`config.mk`:
```
export PLATFORM = sky130hd
export DESIGN_NAME = hpcl_sqrt_cell
export DESIGN_NICKNAME = d
export VERILOG_FILES = /design/src/sv/hpcl_pkg.sv /design/src/sv/hpcl_sqrt_cell.sv
export SDC_FILE = /design/constraint.sdc
export NUM_CORES = 1
export LEC_CHECK = 0
export BUFFER_PORTS_ARGS = -buffer_cell sky130_fd_sc_hd__buf_2
export CORE_UTILIZATION = 35
export DETAILED_ROUTE_END_ITERATION = 7
export PLACE_DENSITY = 0.74
export SETUP_SLACK_MARGIN = 0.05
export SYNTH_ARGS = -nofsm -noshare
export SYNTH_HDL_FRONTEND = slang
export SYNTH_SLANG_ARGS = --single-unit
export TNS_END_PERCENT = 1
```
`constraint.sdc`:
```
create_clock -name clk -period 4.17 [get_ports clk]
set_input_delay 0.2085 -clock clk [delete_from_list [all_inputs] [get_ports clk]]
set_output_delay 0.2085 -clock clk [all_outputs]
set_load 0.005 [all_outputs]
```
`src/sv/hpcl_pkg.sv`:
```
// Shared constants, register indexes and types of the hard-pair contrastive loss block.
package hpcl_pkg;

  localparam int DEF_MAX_SAMPLES = 64;
  localparam int DEF_MAX_DIM     = 128;

  localparam int FEAT_W   = 16;
  localparam int LABEL_W  = 8;
  localparam int LOSS_W   = 48;
  localparam int KEPT_W   = 11;
  localparam int DIM_W    = 8;
  localparam int MARGIN_W = 32;
  localparam int SUM_W    = 64;

  localparam int CFG_IDX_W  = 3;
  localparam int CFG_DATA_W = 32;

  localparam logic [CFG_IDX_W-1:0] CFG_DIM      = 3'd0;
  localparam logic [CFG_IDX_W-1:0] CFG_MARGIN   = 3'd1;
  localparam logic [CFG_IDX_W-1:0] CFG_HARD_POS = 3'd2;
  localparam logic [CFG_IDX_W-1:0] CFG_HARD_NEG = 3'd3;
  localparam logic [CFG_IDX_W-1:0] CFG_LEGACY   = 3'd4;

  localparam logic [DIM_W-1:0]    RST_DIM      = 8'd128;
  localparam logic [MARGIN_W-1:0] RST_MARGIN   = 32'd65536;
  localparam logic [KEPT_W-1:0]   RST_HARD_POS = 11'd64;
  localparam logic [KEPT_W-1:0]   RST_HARD_NEG = 11'd64;

  // control bits that travel alongside a value through the root chain
  typedef struct packed {
    logic valid;
    logic tag;    // threshold value, pushed last
  } sqc_ctl_t;

endpackage

```
`src/sv/hpcl_sqrt_cell.sv`:
```
// One cell of the integer square-root chain: resolves one root bit per cycle.
module hpcl_sqrt_cell
  import hpcl_pkg::*;
#(
  parameter int RW     = 28,
  parameter int RADP_W = 56,
  localparam int REM_W = RW + 3
) (
  input  logic              clk,
  input  logic              rst,
  input  sqc_ctl_t          in_ctl,
  input  logic [REM_W-1:0]  in_rem,
  input  logic [RW-1:0]     in_root,
  input  logic [RADP_W-1:0] in_rad,
  output sqc_ctl_t          out_ctl,
  output logic [REM_W-1:0]  out_rem,
  output logic [RW-1:0]     out_root,
  output logic [RADP_W-1:0] out_rad
);

  logic [REM_W-1:0] rem_sh;
  logic [REM_W-1:0] trial;
  logic             fits;

  always_comb begin
    rem_sh = {in_rem[REM_W-3:0], in_rad[RADP_W-1 -: 2]};
    trial  = REM_W'({in_root, 2'b01});
    fits   = (rem_sh >= trial);
  end

  always_ff @(posedge clk) begin
    if (rst) begin
      out_ctl <= '0;
    end else begin
      out_ctl <= in_ctl;
    end
    out_rem  <= fits ? (rem_sh - trial) : rem_sh;
    out_root <= {in_root[RW-2:0], fits};
    out_rad  <= {in_rad[RADP_W-3:0], 2'b00};
  end

endmodule

```
==> flow_summary.yaml, run 1 <==
setup_path:
  cp.arrival_ns: 3.45
  max_stage_delay_ns: 0.59
  cp_max_fo: 29
  path_class: "primary input to flop"
  required_ns: 4.51
  crit_path_frequent_cell: "a21oi_1"
  cp-end-kind: "flop"
  worstPathCellList: "dlygate4sd3_1 > buf_2 > inv_1 > ha_1 > a21oi_1 > o21ai_0 > a21oi_1 > a21o_1 > o21a_1 > o211a_2 > buf_4 > mux2i_1"
  cpMaxStageDelayCell: "o211a_2"
  critPathLaunchType: "primary input"
yosys:
  muxShareOfSynthArea_pct: 0.448
  synth.top_cell.area_share_pct: 51.6
  yosys.area_share.adder_pct: 8.41
  yosys_warnings: 0
  yosysTopAreaCell: "dfxtp_1"
  async_flop_share_pct: 0
  synthTopCellsByCount: "115 x dfxtp_1, 46 x nand2_1, 38 x inv_1, 30 x ha_1"
  synth_xor_area_share_pct: 4.71
  ys.flop_type: "dfxtp_1"
  synth_top_family_by_area: "compound AO/OA/AOI/OAI gates"
  synth-seq-area-share_pct: 51.6
  synth-seq-cells: 115
  synth_area_um2: 4470
  synth_compound_area_share_pct: 18.7
  yosys.area_share.simple_pct: 10.4
  synth.most_common_cell: "dfxtp_1"
  synth_area_leaders: "dfxtp_1 52%, ha_1 8.4%, nand2_1 3.9%, inv_1 3.2%, a21o_1 2.7%"
  synth_edf_count: 0
  postSynthCellCount: 455
  postSynthAreaPerCell_um2: 9.81
  ys_types: 52
power_and_ir_drop:
  peakVddDrop_v: 0.000263
  pwr-share-clk_pct: 44.6
  power.switching_uw: 883
  cellLeakagePower_nw: 3.56
  comb_power_share_pct: 18.1
  intPower_mw: 2.42
  switching_share_pct: 26.7
  p_per_area_nw_per_um2: 458
  p_seq_share_pct: 37.3
  total_power_mw: 3.30
grt:
  grt-ovfl-total: 0
  use_met3_pct: 7.64
  grt_use_total_pct: 22.6
  grt_pass1_vias: 4460
  antenna_found_initial: 0
  grt_pass1_wl_mm: 22.1
  grt-busiest-layer: "met2"
  use_met1_pct: 22.3
  use_met2_pct: 43.4
  grt_max_degree: 30
drt:
  drc: 0
  vias: 4496
  routed_wl_mm: 15.2
  drt_iter0_drc: 210
  wire_per_inst_um: 15.9
  first_pass_iters: 4
  ant_nets: 0
  via_per_inst: 4.70
clock_network:
  cts_buffer_depth: 2
  htree_levels: 4
  tritoncts_num_sinks: 115
  cts_tree: "done"
  cts.repair.resized: 0
  cts_setup_buffers: 0
  cts_made_buffers: 17
  clk_pin_slew_worst_paths_ns: 0.06
  root_buffer: "clkbuf_16"
die:
  row_count: 40
  fp.coreArea_um2: 12200
  dieArea_um2: 13200
  initial_core_util_pct: 36.6
  ios: 236
  die_width_um: 115
  die_height_um: 115
worst_hold_path:
  min_path_type: "primary input to flop"
sta:
  worst-slew-pin-transition_ns: 0.596
  hold_viol: 0
  fin_crit_sh_pct: 74.5
  fin_ws_ns: 1.06
  max_freq_mhz: 322
  fin_tns_setup_ns: 0
  rsz0062_at_grt: "false"
  slew_violations: 0
  setup_violations: 0
  period_minus_slack_ns: 3.11
  relSlewSlack_pct: 60.3
final_layout:
  nNetsFinal: 925
  fillers: 1082
  final_core_util_pct: 59.1
  drive_gt1_share_pct: 34.7
  syn2layout_area_growth_pct: 61.6
  fin_cells: 957
  antenna_cells: 0
placed_design:
  place_ws_ns: 1.22
  dpl.hpwl_mm: 9.78
  io_buffer_count: 231
  place_congestion: 0.818
  dpl.cell_count: 838
run:
  cap_violations: 0
status:
  status: "complete, no violations"
[stage by stage]
stage | area [um^2] | hold WS (ns)
final | 7210 | 0.0151
after global routing | 7210 | 0.0181
after CTS | 7210 | 0.00172
after detailed placement | 5740 | 0.313
after global placement | 5740 | 0.311
after floorplan | 4470 | 0.236
[cell families after synthesis]
| group | after synthesis |
|---|---|
| XOR/XNOR | 24 |
| buffers and inverters | 57 |
| AO/OA/AOI/OAI | 127 |
| adder cells (fa/ha/maj) | 30 |
| multiplexers | 2 |
| AND/OR/NAND/NOR | 99 |
| other | 1 |
| flip-flops | 115 |
[power groups by stage]
stage / combinational, mW / sequential [mW] / clock [mW]
detailed placement: 0.524 / 1.25 / 0
finish: 0.597 / 1.23 / 1.48
CTS: 0.592 / 1.23 / 1.48
global route: 0.654 / 1.24 / 1.56
floorplan: 0.278 / 1.27 / 0
global placement: 0.518 / 1.25 / 0
[flip-flops by register name (all words and copies together) (netlist names)]
register and flops:
out_ctl 2, out_rad 54, out_rem 31, out_root 28
[final timing paths]
check | start | to | slack (ns) | depth (start not counted)
max | in_root[12] | out_rem[1] | 1.06 | 12
min | in_rem[5] | out_rem[7] | 0.02 | 3
[per-layer routing]
| metal | part of all wire (%) | vias up |
|---|---|---|
| met5 | 0 | - |
| met4 | 2.4 | 0 |
| met3 | 7.0 | 31 |
| met2 | 52 | 175 |
| met1 | 39 | 2085 |
| li1 | - | 2205 |
[critical path, delay by kind of cell]
family | cells | cell delay (ns)
AOI/OAI and AO/OA | 6 | 1.58
muxes | 1 | 0.20
adders and majority gates | 1 | 0.38
buffers and inverters | 4 | 1.07
[cell usage in the layout, fill, tap and decap left out, types with 7 or more instances in the layout]
cell type	instances
o21bai_1	7
ha_1	30
o21ai_0	23
clkbuf_16	17
a21oi_1	23
inv_1	38
dlygate4sd3_1	87
nand4_1	9
xnor2_1	12
nand2_1	46
dfxtp_1	115
nor2_1	14
a21o_1	16
xor2_1	12
o21ai_1	16
buf_2	231
[layout make-up]
class,count,area (um^2),share of cell area [%]
flip-flops and latches,115,2300,31.9
multi-input cells,284,1920,26.6
well taps,168,210,2.91
clock buffers,19,453,6.28
clock inverters,13,149,2.06
inverters,38,143,1.98
repair buffers,320,2040,28.3
[repair_timing]
item | CTS | global route
endpoints found under the hold margin | 87 | 0
hold buffers | 87 | 0
setup endpoints to repair | 0 | 0
Power figures use the tool's default switching activity.
==> inputs of run 2 (changes only) <==
clock period = 3 ns   (was 4.17 ns; I/O delays follow)
==> run 2 against run 1 <==
  * Sequential cell count stayed put
  * Worst hold slack better by 0.053 ns
  * Power is 38% higher
  * Sequential power grew 39%
  * Count of clock-buffer cells in the layout is 2 higher
  * Via count grew 1.2%
==> flow_summary.yaml, run 2 (synthesized netlist as in run 1, its figures left out) <==
worst_hold_path:
  min_path_cells: 3
  min_path_type: "primary input to flop"
clock_network:
  tritoncts_num_sinks: 115
  cts_made_buffers: 17
  clk_pin_slew_worst_paths_ns: 0.05
  htree_levels: 4
  cts_setup_buffers: 0
  cts_buffer_depth: 2
  cts_tree: "done"
  root_buffer: "clkbuf_16"
drt:
  top_layer_used: "met4"
  first_pass_iters: 4
  routed_wl_mm: 15.2
  ant_nets: 0
  wl_met2_mm: 7.75
  drt_iter0_drc: 214
  met3_wirelength_mm: 1.04
  vias: 4552
  drc: 0
  wl_met1_mm: 5.97
  wire_per_inst_um: 15.5
  via_per_inst: 4.63
final_layout:
  reg_top3: "out_rad (54), out_rem (31), out_root (28)"
  drive_gt1_share_pct: 33.4
  fin_cells: 983
  top_register: "out_rad"
  nNetsFinal: 951
  fillers: 1030
  antenna_cells: 0
  multi_input_area_um2: 1920
  seqCellArea_um2: 2300
  layout_commonest_cell: "buf_2"
  final_cell_mix: "231 x buf_2, 115 x dfxtp_1, 113 x dlygate4sd3_1"
  syn2layout_area_growth_pct: 67.5
  final_core_util_pct: 61.3
  largest_reg_flops: 54
placed_design:
  place_ws_ns: 0.311
  place_congestion: 0.820
  dpl.hpwl_mm: 9.61
  io_buffer_count: 231
  dpl.cell_count: 838
sta:
  rsz0062_at_grt: "false"
  hold_viol: 0
  slew_violations: 0
  setup_violations: 0
  fin_ws_ns: 0.321
  max_freq_mhz: 373
  period_minus_slack_ns: 2.68
  holdWs_ns: 0.0685
  fin_crit_sh_pct: 89.3
  fin_tns_setup_ns: 0
die:
  dieArea_um2: 13200
  ios: 236
  initial_core_util_pct: 36.6
  die_height_um: 115
  fp.coreArea_um2: 12200
  row_count: 40
  die_width_um: 115
setup_path:
  path_delay_family: "compound AO/OA/AOI/OAI gates"
  cp_max_fo: 33
  max_stage_delay_ns: 0.54
  cpMaxStageDelayCell: "dlygate4sd3_1"
  cp_num_buf_inv: 3
  worstPathCellList: "dlygate4sd3_1 > buf_2 > ha_1 > o211ai_1 > o211ai_2 > nand4_1 > a21o_1 > o21a_1 > o211a_4 > buf_12 > o31ai_2"
  required_ns: 3.33
  path_class: "primary input to flop"
  cp-end-kind: "flop"
  cp.arrival_ns: 3.01
  cp.depth: 11
  critPathLaunchType: "primary input"
power_and_ir_drop:
  p_per_area_nw_per_um2: 611
  cellLeakagePower_nw: 3.67
  peakVddDrop_v: 0.000348
grt:
  grt_pass1_vias: 4588
  antenna_found_initial: 0
  grt_pass1_wl_mm: 22.9
  grt_max_degree: 34
  grt-ovfl-total: 0
  grt_use_total_pct: 23.2
run:
  cap_violations: 0
status:
  status: "complete, no violations"
-- run 2: repair_timing --
item | CTS | global route
hold buffers | 113 | 0
setup endpoints to repair | 0 | 16
hold endpoints to repair | 112 | 0
resized for setup | 0 | 1
-- run 2: area by class of cell --
class / count / area share [%]
multi-input combinational: 284 / 25.7
inverter: 38 / 1.91
timing repair buffer: 346 / 30.9
clock inverter: 11 / 1.71
sequential: 115 / 30.8
clock buffer: 21 / 6.15
tap: 168 / 2.81
-- run 2: metal layers --
layer  vias up  track usage, %
met5         -               0
met4         0            9.87
met3        35            9.01
met2       168            42.5
met1      2096            23.5
li1       2253               -
-- run 2: worst paths after layout --
| path | startpoint | end | slack [ns] |
|---|---|---|---|
| hold / removal | in_rad[55] | out_rem[1] | 0.07 |
| setup / recovery | in_rem[2] | out_rem[12] | 0.32 |
-- run 2: per-stage QoR --
| stage | power [mW] | cell area [um^2] |
|---|---|---|
| 2_1_floorplan | 2.15 | 4470 |
| 3_5_place_dp | 2.47 | 5750 |
| 4_1_cts | 4.57 | 7470 |
| 6_report | 4.57 | 7480 |
| 3_3_place_gp | 2.46 | 5750 |
| 5_1_grt | 4.79 | 7480 |
-- run 2: where the power goes --
group          switching [mW]  leakage (nW)  internal, mW
combinational           0.426          2.42         0.438
clock                   0.730         0.280          1.27
sequential             0.0355         0.970          1.68
==> inputs of run 3 (changes only) <==
PLACE_DENSITY = 0.76   (was 0.74)
clock period = 2.2 ns   (was 3 ns; I/O delays follow)
==> run 3 against run 2 <==
  * Worst setup slack worse by 0.21 ns
  * Power up 34%
  * Final cell count grew 4.7%
  * Non-clock buffer count is 46 higher
  * Clock power up 25%
  * Sequential cell count unchanged
  * Critical path depth is 1 higher
  * Count of clock-buffer cells in the layout down 3
  * Combinational power up 51%
  * Via count increased by 4.0%
  * Cell area is 4.5% higher
  * Global-route usage up 0.31 points
  * Critical endpoint is now out_rem[25]
==> flow_summary.yaml, run 3 (synthesized netlist as in run 1, its figures left out) <==
sta:
  setup_violations: 0
  fin_tns_setup_ns: 0
  max_freq_mhz: 478
  hold_viol: 0
  fin_ws_ns: 0.108
  slew_violations: 0
  rsz0062_at_grt: "true"
  fin_crit_sh_pct: 95.1
  period_minus_slack_ns: 2.09
  holdWs_ns: 0.0302
grt:
  grt_use_total_pct: 23.5
  grt_pass1_wl_mm: 23.5
  antenna_found_initial: 0
  use_met2_pct: 44.8
  grt-ovfl-total: 0
  grt_pass1_vias: 4907
  use_met1_pct: 22.2
  grt-busiest-layer: "met2"
  use_met3_pct: 8.80
  grt_max_degree: 28
drt:
  drt_iter0_drc: 245
  via_per_inst: 4.60
  drc: 0
  vias: 4732
  first_pass_iters: 4
  ant_nets: 0
  routed_wl_mm: 15.7
  wire_per_inst_um: 15.3
power_and_ir_drop:
  p_per_area_nw_per_um2: 785
  intPower_mw: 4.45
  power.switching_mw: 1.68
  p_seq_share_pct: 38.0
  cellLeakagePower_nw: 3.87
  switching_share_pct: 27.4
  total_power_mw: 6.13
  pwr-share-clk_pct: 40.6
  comb_power_share_pct: 21.4
  peakVddDrop_v: 0.000478
setup_path:
  worstPathCellList: "dlygate4sd3_1 > buf_2 > inv_1 > ha_2 > a21o_1 > a21oi_2 > nor2b_1 > o2111ai_1 > o211ai_1 > buf_4 > xor2_1 > o21ai_1"
  path_class: "primary input to flop"
  critPathLaunchType: "primary input"
  cp-end-kind: "flop"
  cpMaxStageDelayCell: "dlygate4sd3_1"
  max_stage_delay_ns: 0.54
  cp_max_fo: 6
  cp.arrival_ns: 2.39
  required_ns: 2.49
clock_network:
  cts_buffer_depth: 2
  root_buffer: "clkbuf_16"
  tritoncts_num_sinks: 115
  cts_made_buffers: 17
  htree_levels: 4
  clk_pin_slew_worst_paths_ns: 0.06
  cts_tree: "done"
  cts_setup_buffers: 0
worst_hold_path:
  hold_path_end: "out_rem[1]"
  hold_start: "in_rad[55]"
  min_path_type: "primary input to flop"
  min_path_cells: 3
status:
  status: "complete, no violations"
final_layout:
  layout_commonest_cell: "buf_2"
  reg_top3: "out_rad (54), out_rem (31), out_root (28)"
  antenna_cells: 0
  top_register: "out_rad"
  final_cell_mix: "231 x buf_2, 115 x dfxtp_1, 113 x dlygate4sd3_1"
  largest_reg_flops: 54
  nNetsFinal: 997
  drive_gt1_share_pct: 38.0
  fin_cells: 1029
  final_core_util_pct: 64.0
  fillers: 986
  seqCellArea_um2: 2300
  multi_input_area_um2: 1960
  syn2layout_area_growth_pct: 75.1
  fin_area_um2: 7820
die:
  dieArea_um2: 13200
  row_count: 40
  die_width_um: 115
  ios: 236
  die_height_um: 115
  fp.coreArea_um2: 12200
  initial_core_util_pct: 36.6
placed_design:
  dpl.cell_count: 884
  place_ws_ns: -0.153
  postPlaceCellArea_um2: 6100
  io_buffer_count: 231
  dpl.hpwl_mm: 10.4
  place_congestion: 0.873
run:
  cap_violations: 0
==> run 3: power by group through the flow <==
stage	logic, mW	registers [mW]	clock network [mW]
floorplan	0.526	2.41	0
global placement	1.11	2.37	0
detailed placement	1.12	2.37	0
CTS	1.29	2.33	2.53
global route	1.44	2.35	2.63
finish	1.31	2.33	2.49
==> run 3: what timing repair did <==
item                                   4_1_cts  5_1_grt
gates resized for setup                      0        9
endpoints found under the hold margin      112        0
setup endpoints to repair                    0       30
hold buffers                               113        0
==> run 3: final cells by class <==
type / count / share of cell area, %
clock inverter: 14 / 1.34
inverter: 38 / 1.82
tap: 168 / 2.69
clock buffer: 18 / 5.62
sequential: 115 / 29.4
timing repair buffer: 392 / 34.0
multi-input combinational: 284 / 25.1
==> run 3: routing by layer <==
layer,vias up,share of wire [%]
met1,2155,37
met2,180,52
met5,-,0
met4,0,3.5
li1,2360,-
met3,37,7.7
==> run 3: how the worst max path moves through the flow <==
stage	from	endpoint	slack, ns	cells past startpoint
floorplan	in_root[6]	out_rem[12]	0.20	13
global placement	in_root[2]	out_rem[21]	-0.16	13
detailed placement	in_root[2]	out_rem[21]	-0.15	13
CTS	in_rem[20]	out_rem[26]	0.09	11
global route	in_root[20]	out_rem[25]	-0.008	12
finish	in_root[20]	out_rem[25]	0.11	12
==> run 3: critical path, delay by kind of cell <==
family          cells  cell delay (ns)
fa+ha+maj           1             0.30
buf+inv             4             0.89
simple gates        1             0.14
compound gates      5             0.75
xor+xnor            1             0.20
