===== src/sv/hpcl_pkg.sv =====
// Shared constants, register indexes and types of the hard-pair contrastive loss block.
package hpcl_pkg;

  localparam int DEF_MAX_SAMPLES = 64;
  localparam int DEF_MAX_DIM     = 128;

  localparam int FEAT_W   = 16;
  localparam int LABEL_W  = 8;
  localparam int LOSS_W   = 48;
  localparam int KEPT_W   = 11;
  localparam int DIM_W    = 8;
  localparam int MARGIN_W = 32;
  localparam int SUM_W    = 64;

  localparam int CFG_IDX_W  = 3;
  localparam int CFG_DATA_W = 32;

  localparam logic [CFG_IDX_W-1:0] CFG_DIM      = 3'd0;
  localparam logic [CFG_IDX_W-1:0] CFG_MARGIN   = 3'd1;
  localparam logic [CFG_IDX_W-1:0] CFG_HARD_POS = 3'd2;
  localparam logic [CFG_IDX_W-1:0] CFG_HARD_NEG = 3'd3;
  localparam logic [CFG_IDX_W-1:0] CFG_LEGACY   = 3'd4;

  localparam logic [DIM_W-1:0]    RST_DIM      = 8'd128;
  localparam logic [MARGIN_W-1:0] RST_MARGIN   = 32'd65536;
  localparam logic [KEPT_W-1:0]   RST_HARD_POS = 11'd64;
  localparam logic [KEPT_W-1:0]   RST_HARD_NEG = 11'd64;

  // control bits that travel alongside a value through the root chain
  typedef struct packed {
    logic valid;
    logic tag;    // threshold value, pushed last
  } sqc_ctl_t;

endpackage


===== src/sv/hpcl_ram.sv =====
// Generic RAM: one write port, two registered read ports.
module hpcl_ram
  import hpcl_pkg::*;
#(
  parameter int WIDTH = 16,
  parameter int DEPTH = 64,
  localparam int AW = (DEPTH > 1) ? $clog2(DEPTH) : 1
) (
  input  logic             clk,
  input  logic             we,
  input  logic [AW-1:0]    waddr,
  input  logic [WIDTH-1:0] wdata,
  input  logic [AW-1:0]    raddr_a,
  input  logic [AW-1:0]    raddr_b,
  output logic [WIDTH-1:0] rdata_a,
  output logic [WIDTH-1:0] rdata_b
);

  logic [WIDTH-1:0] mem [DEPTH];

  always_ff @(posedge clk) begin
    if (we) begin
      mem[waddr] <= wdata;
    end
    rdata_a <= mem[raddr_a];
    rdata_b <= mem[raddr_b];
  end

endmodule


===== config.mk =====
export PLATFORM = sky130hd
export DESIGN_NAME = hpcl_ram
export DESIGN_NICKNAME = d
export VERILOG_FILES = /design/src/sv/hpcl_pkg.sv /design/src/sv/hpcl_ram.sv
export SDC_FILE = /design/constraint.sdc
export NUM_CORES = 1
export LEC_CHECK = 0
export ABC_AREA = 0
export ABC_CLOCK_PERIOD_IN_PS = 2670
export BUFFER_PORTS_ARGS = -buffer_cell sky130_fd_sc_hd__buf_2
export CORE_ASPECT_RATIO = 1.4
export CORE_UTILIZATION = 50
export DETAILED_ROUTE_END_ITERATION = 7
export GPL_TIMING_DRIVEN = 1
export PLACE_DENSITY_LB_ADDON = 0.15
export SYNTH_ARGS = -nofsm -noshare
export SYNTH_HDL_FRONTEND = slang
export SYNTH_SLANG_ARGS = --single-unit

===== constraint.sdc =====
create_clock -name clk -period 2.67 [get_ports clk]
set_input_delay 0.4005 -clock clk [delete_from_list [all_inputs] [get_ports clk]]
set_output_delay 0.4005 -clock clk [all_outputs]
set_load 0.01 [all_outputs]

==> results of run 1 <==
==> area by class of cell <==
type / instances / area [um2] / share of cell area [%]
clock buffers: 127 / 2835 / 4.989
diodes: 8 / 20.02 / 0.03522
flip-flops and latches: 1056 / 31390 / 55.23
clock inverters: 69 / 827.0 / 1.455
well taps: 1301 / 1628 / 2.864
inverters: 4 / 15.01 / 0.02642
repair buffers: 426 / 3941 / 6.935
multi-input cells: 1309 / 16180 / 28.47
==> sequential cells by signal, summed over array words and instances, names as in the netlist <==
| register | count |
|---|---|
| mem | 1024 |
| rdata_a | 16 |
| rdata_b | 16 |
==> layer usage <==
layer,vias up,global-route usage (%),share of wire (%)
met1,15250,41.00,36
met5,-,0,0.025
met4,6,17.92,6.0
met3,318,5.232,9.2
li1,11690,-,-
met2,1643,50.93,49
==> power by group <==
| part | internal, W | switching, W | total, W | leakage, nW |
|---|---|---|---|---|
| clock | 0.00937 | 0.00639 | 0.0158 | 1.78 |
| combinational | 0.00145 | 0.00205 | 0.00350 | 7.41 |
| sequential | 0.0183 | 0.000160 | 0.0185 | 9.48 |
| total | 0.0292 | 0.00860 | 0.0378 | 18.7 |
==> per-stage QoR <==
| step | TNS [ns] | util, % | hold WS, ns | cell area, um2 |
|---|---|---|---|---|
| 3_3_place_gp | -0.3470 | 54.91 | 0.6676 | 53140 |
| 3_5_place_dp | -0.4134 | 54.91 | 0.6802 | 53140 |
| 6_report | 0 | 58.72 | 0.1764 | 56830 |
| 4_1_cts | 0 | 58.70 | 0.1544 | 56810 |
| 2_1_floorplan | 0 | - | 0.4994 | 48840 |
| 5_1_grt | 0 | 58.71 | 0.1839 | 56820 |
==> logic make-up (layout without fill, tap and decap cells) <==
family,Yosys count,count (layout),share of synthesized area [%]
multiplexers,720,720,25.87
buffers and inverters,217,626,2.752
other,0,8,0
flip-flops,1056,1056,64.28
AND/OR/NAND/NOR,245,245,2.249
AO/OA/AOI/OAI,344,344,4.850
==> repair_timing <==
action                                 CTS  global route
endpoints found under the hold margin    1             0
hold buffers                             1             0
buffers inserted                         0             0
==> final timing paths <==
| check | startpoint | to | slack, ns |
|---|---|---|---|
| hold reg to reg | mem[16][7]$_DFFE_PP_ | rdata_a[7]$_DFF_P_ | 0.93 |
| setup / recovery | raddr_b[0] | rdata_b[8]$_DFF_P_ | 0.23 |
| setup reg to reg | mem[3][8]$_DFFE_PP_ | rdata_b[8]$_DFF_P_ | 0.29 |
| hold / removal | wdata[6] | mem[21][6]$_DFFE_PP_ | 0.18 |
==> placed cells by master, fill, tap and decap left out, drive strengths merged, types with 24 or more instances in the layout <==
master	Yosys	routed
a211oi	96	96
a21oi	32	32
a221oi	24	24
a22oi	24	24
a311oi	24	24
a31oi	24	24
buf	160	423
clkbuf	53	129
clkinv	2	45
dfxtp	32	32
edfxtp	1024	1024
mux2	152	152
mux2i	152	152
mux4	416	416
nand2	80	80
nor2	95	95
nor4	24	24
o21ai	40	40
o22ai	72	72
==> results.cfg, run 1 <==
[clock_tree]
htreeDepth = 3
cts-root-buf = clkbuf_16
worstSkewPairLatency_ns = 0.70
cts_buffers = 104
tritoncts = built
cts.sinks = 1056
cts.clk_slew.worst_paths_ns = 0.07
postCtsResizedCells = 0
cts_buffer_depth = 3

[finish]
fin_cells = 4300
n_fill_cell = 7176
nNetsFinal = 2937
syn_to_final_growth_pct = 16.38
drive_above_1_share_pct = 39.18

[synthesis]
synth.area.top_cells = edfxtp_1 63%, mux4_2 19%, mux2_2 3.5%
netlist_area_mm2 = 0.04884
synth_fp_nets = 2618
yosysTopAreaCell = edfxtp_1
netlist.area_leader.share_pct = 62.96
yosysWarnings = 0
synthFlopType = edfxtp_1
synthTopCellsByCount = 1024 x edfxtp_1, 407 x mux4_2, 152 x mux2_2, 152 x mux2i_1, 96 x a211oi_1
yosys.cell_count.top_type = edfxtp_1
synth-edff-count = 1024
async_flop_share_pct = 0
syn_inst = 2582
yosys_register_bits = 1056
syn_area_per_cell_um2 = 18.91
yosys.cell_types.count = 43
seq_area_frac_synth_pct = 64.28

[route]
wl_per_cell_um = 35.71
dr.pass1.iters = 6
avgViaCountPerCell = 6.723
postRouteAntennaNets = 0
drc = 0
vias = 28910
first_iter_violations = 3738
wirelength_um = 153600

[worst_setup_path]
critical_path.endpoint_type = register
cp-start-kind = input pin
critPathRequiredTime_ns = 3.17
r2r_cells = 5
path_depth = 9
cpPeakStageDelay_ns = 0.91
critPathSlowestCell = nor4_1
cp.arrival_ns = 2.95
crit_chain = buf_8 > buf_12 > buf_12 > nor2_4 > buf_4 > a211oi_1 > a211oi_1 > buf_4 > nor4_1
worstSetupPathType = input pin to register
critPathMaxFanout = 22
cpLargestDelayFamily = buffers and inverters
crit_buf_inv = 5

[placement]
routabilityCongestion = 1.033
place_ws_ns = -0.2755
hpwl_um = 105400
dpl.cell_count = 4095
io_buffers = 67

[global_route]
antenna_found_initial = 13
grt_max_degree = 65
grt_pass1_wl_um = 217700
grt_remaining_overflow = 0
grt_pass1_vias = 29360
grt_usage_pct = 31.60

[power_and_ir_drop]
p_leak_nw = 18.68
power_density_mw_per_mm2 = 664.4
vdd.ir_drop.worst_mv = 0.6316
power_w = 0.03776

[sta]
hold_viol = 0
drv_slew = 0
min_period_ns = 2.443
setup_viol = 0
slew_headroom_pct = 26.41
finClkSkew_ns = 0.02774
fin_crit_sh_pct = 91.50
worstMarginPinSlew_ns = 1.094
setup_slack_ns = 0.2270
clock.fmax_mhz = 409.3
rsz0062_at_grt = no

[floorplan]
die_w_um = 266.1
num_io_pins = 68
die_area_mm2 = 0.09895
fp-row-count = 135
core-area_mm2 = 0.09679
start_util_pct = 50.46
die_h_um = 371.8

[min_path]
hold_path.class = input pin to register
holdPathStages = 1

[run_status]
outcome = finished clean

[run]
cap_violations = 0
Note: power is estimated with default switching activity, not from simulation.
==> inputs of run 2 (changes only) <==
- ABC_CLOCK_PERIOD_IN_PS: 2670 -> 3200
- CORE_MARGIN: not set -> 1
- clock period: 2.67 -> 3.2 ns (I/O delays scaled with it)
==> run 2 against run 1 <==
  * Sequential share of layout area up 1.2 points
  * Die area did not move
  * Core utilization down 1.2 points
  * Clock skew up 0.010 ns
  * Sequential cell count unchanged
  * Register-to-register slack better by 0.57 ns
  * Clock power is 18% lower
  * Via count is 0.80% lower
  * Routed wire length shrank 0.93%
  * Sequential power fell by 17%
  * Largest cell class unchanged
  * Largest power group unchanged
==> results.cfg, run 2 (synthesized netlist as in run 1, its figures left out) <==
[sta]
rsz0062_at_grt = no
setup_tns_ns = 0
finClkSkew_ns = 0.03778
min_period_ns = 2.466
clock.fmax_mhz = 405.5
drv_slew = 0
hold_viol = 0
worstMarginPinSlew_ns = 1.215
setup_viol = 0
fin_crit_sh_pct = 77.06
slew_headroom_pct = 19.02
setup_slack_ns = 0.7340

[finish]
fin_cells = 4213
design_area_mm2 = 0.05566
largest_reg_flops = 1024
layout_common_cells = 1024 x edfxtp_1, 407 x mux4_2, 253 x buf_4
nNetsFinal = 2858
syn_to_final_growth_pct = 13.97
drive_above_1_share_pct = 37.67
top_register = mem
final_common_cell = edfxtp_1
top_regs = mem x1024, rdata_a x16, rdata_b x16

[route]
dr.pass1.iters = 5
wirelength_um = 152100
first_iter_violations = 3461
drc = 0
wl_per_cell_um = 36.11
vias = 28680
postRouteAntennaNets = 0
avgViaCountPerCell = 6.807

[placement]
routabilityCongestion = 0.9776
place_ws_ns = 0.09017
dpl.cell_count = 4020
io_buffers = 67
hpwl_um = 102200
placedInstanceArea_mm2 = 0.05210

[worst_setup_path]
critical_path.endpoint_type = register
critPathRequiredTime_ns = 3.76
critPathMaxFanout = 35
cp-start-kind = input pin
cp.arrival_ns = 3.03
worstSetupPathType = input pin to register

[min_path]
hold_path.class = input pin to register

[clock_tree]
postCtsResizedCells = 0
tritoncts = built
hold_buffers = 0
cts_buffers = 101
cts.clk_slew.worst_paths_ns = 0.06
htreeDepth = 3
cts_setup_buffers = 0
worstSkewPairLatency_ns = 0.73
cts-root-buf = clkbuf_16
cts_buffer_depth = 3
cts.sinks = 1056

[floorplan]
die_w_um = 266.1
core-area_mm2 = 0.09679
fp-row-count = 135
die_area_mm2 = 0.09895
num_io_pins = 68
start_util_pct = 50.46
die_h_um = 371.8

[power_and_ir_drop]
p_leak_nw = 18.11
power_w = 0.03106
vdd.ir_drop.worst_mv = 0.4665
power_density_mw_per_mm2 = 558.1

[run_status]
outcome = finished clean

[global_route]
grt_usage_pct = 31.27
grt_remaining_overflow = 0
grt_max_degree = 65
grt_pass1_wl_um = 214800
grt_pass1_vias = 29090
antenna_found_initial = 12

[run]
cap_violations = 0
## run 2: cell count changes in the layout (fill, tap and decap cells not counted)
| cell | previous run | this run |
|---|---|---|
| diode_2 | 8 | 5 |
| clkinv_1 | 26 | 22 |
| clkinv_2 | 15 | 20 |
| inv_6 | 3 | 1 |
| dlygate4sd3_1 | 1 | 0 |
| clkbuf_16 | 109 | 105 |
| buf_4 | 290 | 253 |
| clkbuf_8 | 6 | 4 |
| clkinv_4 | 4 | 3 |
| clkbuf_1 | 14 | 12 |
| clkinv_8 | 0 | 2 |
| buf_12 | 68 | 30 |
## run 2: stage by stage
stage,hold WS [ns],util (%)
after CTS,0.04737,57.49
after floorplan,0.5789,-
after global placement,0.8113,53.83
after global routing,0.1053,57.50
after detailed placement,0.8083,53.83
final,0.09007,57.51
## run 2: path summary, 6_finish.rpt
path,startpoint,slack (ns),endpoint,cells after the start
worst max-delay path,raddr_a[2],0.73,rdata_a[15]$_DFF_P_,8
worst min register to register,mem[2][11]$_DFFE_PP_,0.94,rdata_a[11]$_DFF_P_,4
worst min-delay path,wdata[11],0.09,mem[8][11]$_DFFE_PP_,1
worst max register to register,mem[23][15]$_DFFE_PP_,0.86,rdata_a[15]$_DFF_P_,5
## run 2: per-layer routing
layer  track usage, %  share of wire, %  wire [um]
met1            39.61                36      55180
met4            18.14               6.3       9581
met3            6.448               8.9      13490
met5                0             0.037         57
met2            50.30                49      73830
## run 2: final cells by class
type                       instances  area (um2)
inverter                           4       15.01
timing repair buffer             350        2893
clock inverter                    69       843.3
antenna                            5       12.51
multi-input combinational       1309       16180
fill                            7242       41130
clock buffer                     119        2700
sequential                      1056       31390
tap                             1301        1628
## run 2: worst max-delay path: stages
cell      delay (ns)
buf_8           0.32
buf_12          0.27
buf_12          0.21
mux4_2          0.35
o22ai_1         0.21
a211oi_1        0.10
a211oi_1        0.87
nor4_1          0.13
## run 2: report_power, final
group / switching (W) / total (W) / internal [W]
clock network: 0.00531 / 0.0129 / 0.00755
logic: 0.00166 / 0.00277 / 0.00110
registers: 0.000129 / 0.0154 / 0.0153
total: 0.00710 / 0.0311 / 0.0240
==> inputs of run 3 (changes only) <==
- ABC_CLOCK_PERIOD_IN_PS: 3200 -> 2100
- clock period: 3.2 -> 2.1 ns (I/O delays scaled with it)
==> run 3 against run 2 <==
  * The flow now finishes with violations (setup timing)
  * Final area rose by 5.3%
  * Final cell count rose by 5.6%
  * Core utilization rose by 3.1 points
  * Die area did not move
  * Non-clock buffer count rose by 230
  * First-iteration DRC count fell by 0.26%
  * Via count rose by 2.6%
  * Highest routed layer unchanged
==> results.cfg, run 3 (synthesized netlist as in run 1, its figures left out) <==
[route]
drc = 0
routed.top_layer = met5
dr.pass1.iters = 5
wirelength_um = 154900
first_iter_violations = 3452
postRouteAntennaNets = 0
wl_per_cell_um = 34.79
wl_met1_um = 54590
wl_met3_um = 13470
met2_length_um = 77440
vias = 29420
avgViaCountPerCell = 6.610

[worst_setup_path]
cpPeakStageDelay_ns = 0.48
critPathMaxFanout = 2
cp_common_cell = a211oi_1
crit_chain = mux4_2 > o22ai_1 > a211oi_1 > a211oi_1 > buf_4 > nor4_1
critPathRequiredTime_ns = 2.68
cpLargestDelayFamily = compound AO/OA/AOI/OAI gates
worstSetupPathType = register to register
critical_path.endpoint_type = register
cp.arrival_ns = 2.69
cp-start-kind = register
path_depth = 6
critPathSlowestCell = mux4_2
r2r_cells = 6
crit_buf_inv = 1

[sta]
hold_viol = 0
drv_slew = 0
slew_headroom_pct = 35.02
finClkSkew_ns = 0.04263
worstMarginPinSlew_ns = 0.9747
setup_slack_ns = -0.008235
clock.fmax_mhz = 474.3
rsz0062_at_grt = no
fin_crit_sh_pct = 100.4
setup_viol = 2
min_period_ns = 2.108

[power_and_ir_drop]
p_switching_w = 0.01103
power_w = 0.04747
p_leak_nw = 19.51
p_seq_share_pct = 49.5
vdd.ir_drop.worst_mv = 0.6278
pwr-share-comb_pct = 10.0
power_frac_clock_pct = 40.6
switching_share_pct = 23.23
internal-power_w = 0.03644
power_density_mw_per_mm2 = 809.7

[finish]
utilization_pct = 60.57
top_regs = mem x1024, rdata_a x16, rdata_b x16
syn_to_final_growth_pct = 20.04
final_common_cell = edfxtp_1
top_register = mem
largest_reg_flops = 1024
drive_above_1_share_pct = 43.88
layout_common_cells = 1024 x edfxtp_1, 407 x mux4_2, 395 x buf_4
nNetsFinal = 3089

[floorplan]
fp-row-count = 135
num_io_pins = 68
core-area_mm2 = 0.09679
die_w_um = 266.1
die_h_um = 371.8
start_util_pct = 50.46
die_area_mm2 = 0.09895

[clock_tree]
cts.clk_slew.worst_paths_ns = 0.07
cts_setup_buffers = 0
cts_buffers = 102
cts.sinks = 1056
tritoncts = built
hold_buffers = 0
cts-root-buf = clkbuf_16
cts_buffer_depth = 3
htreeDepth = 3
worstSkewPairLatency_ns = 0.72

[min_path]
holdPathStages = 2
hold_path.class = input pin to register

[global_route]
antenna_found_initial = 10
grt_pass1_vias = 30740
grt_max_degree = 65
grt_remaining_overflow = 0
grt_pass1_wl_um = 220700
grt_usage_pct = 31.93

[placement]
io_buffers = 67
hpwl_um = 106200
routabilityCongestion = 0.9366

[run]
cap_violations = 0

[run_status]
violations = setup timing
outcome = finished, violations left
==> run 3: cell count changes in the layout (fill, tap and decap cells not counted), sizes merged, moves of 3 or more <==
| cell | before | now |
|---|---|---|
| clkbuf | 121 | 125 |
| bufinv | 19 | 13 |
| buf | 348 | 578 |
| inv | 3 | 6 |
| clkinvlp | 4 | 7 |
==> run 3: final cells by class <==
type                            instances  area, um2
Sequential cell                      1056      31390
Timing Repair Buffer                  580       5728
Clock buffer                          123       2768
Inverter                                4      15.01
Antenna cell                            7      17.52
Clock inverter                         71      735.7
Fill cell                            6995      38160
Multi-Input combinational cell       1309      16340
Tap cell                             1301       1628
==> run 3: per-stage QoR <==
stage | instances | area, um2 | setup TNS (ns) | worst slack (ns) | hold slack [ns]
2_1_floorplan | 2582 | 48860 | -28.60 | -0.1728 | 0.4139
3_3_place_gp | 4250 | 54970 | -16.60 | -0.8300 | 0.7138
3_5_place_dp | 4250 | 54970 | -17.38 | -0.8572 | 0.7178
4_1_cts | 4444 | 58550 | 0 | 0.003990 | 0.1089
5_1_grt | 4446 | 58610 | 0 | 0.001534 | 0.1428
6_report | 4451 | 58620 | -0.009481 | -0.008235 | 0.1250
==> run 3: timing repair <==
item                                   4_1_cts  5_1_grt
resized for setup                           15       13
setup endpoints to repair                   11       10
cloned                                       0        0
endpoints found under the hold margin        0        0
==> run 3: final timing paths <==
| kind | to | from | slack [ns] |
|---|---|---|---|
| worst max-delay path | rdata_a[3]$_DFF_P_ | mem[21][3]$_DFFE_PP_ | -0.008 |
| worst min-delay path | mem[2][15]$_DFFE_PP_ | wdata[15] | 0.12 |
| worst max register to register | rdata_a[3]$_DFF_P_ | mem[21][3]$_DFFE_PP_ | -0.008 |
| worst min register to register | rdata_a[11]$_DFF_P_ | mem[0][11]$_DFFE_PP_ | 0.93 |
==> run 3: power groups by stage <==
stage / logic [W] / clock network (W) / registers [W]
after floorplan: 0.00229 / 0 / 0.0239
after global placement: 0.00459 / 0 / 0.0239
after detailed placement: 0.00465 / 0 / 0.0239
after CTS: 0.00468 / 0.0194 / 0.0235
after global routing: 0.00490 / 0.0202 / 0.0235
final: 0.00473 / 0.0193 / 0.0235
==> run 3: routing by layer <==
layer	global-route usage, %	vias to the layer above
met5	0	-
met3	5.807	381
met1	39.30	15440
met2	53.63	1604
li1	-	12000
met4	17.46	4
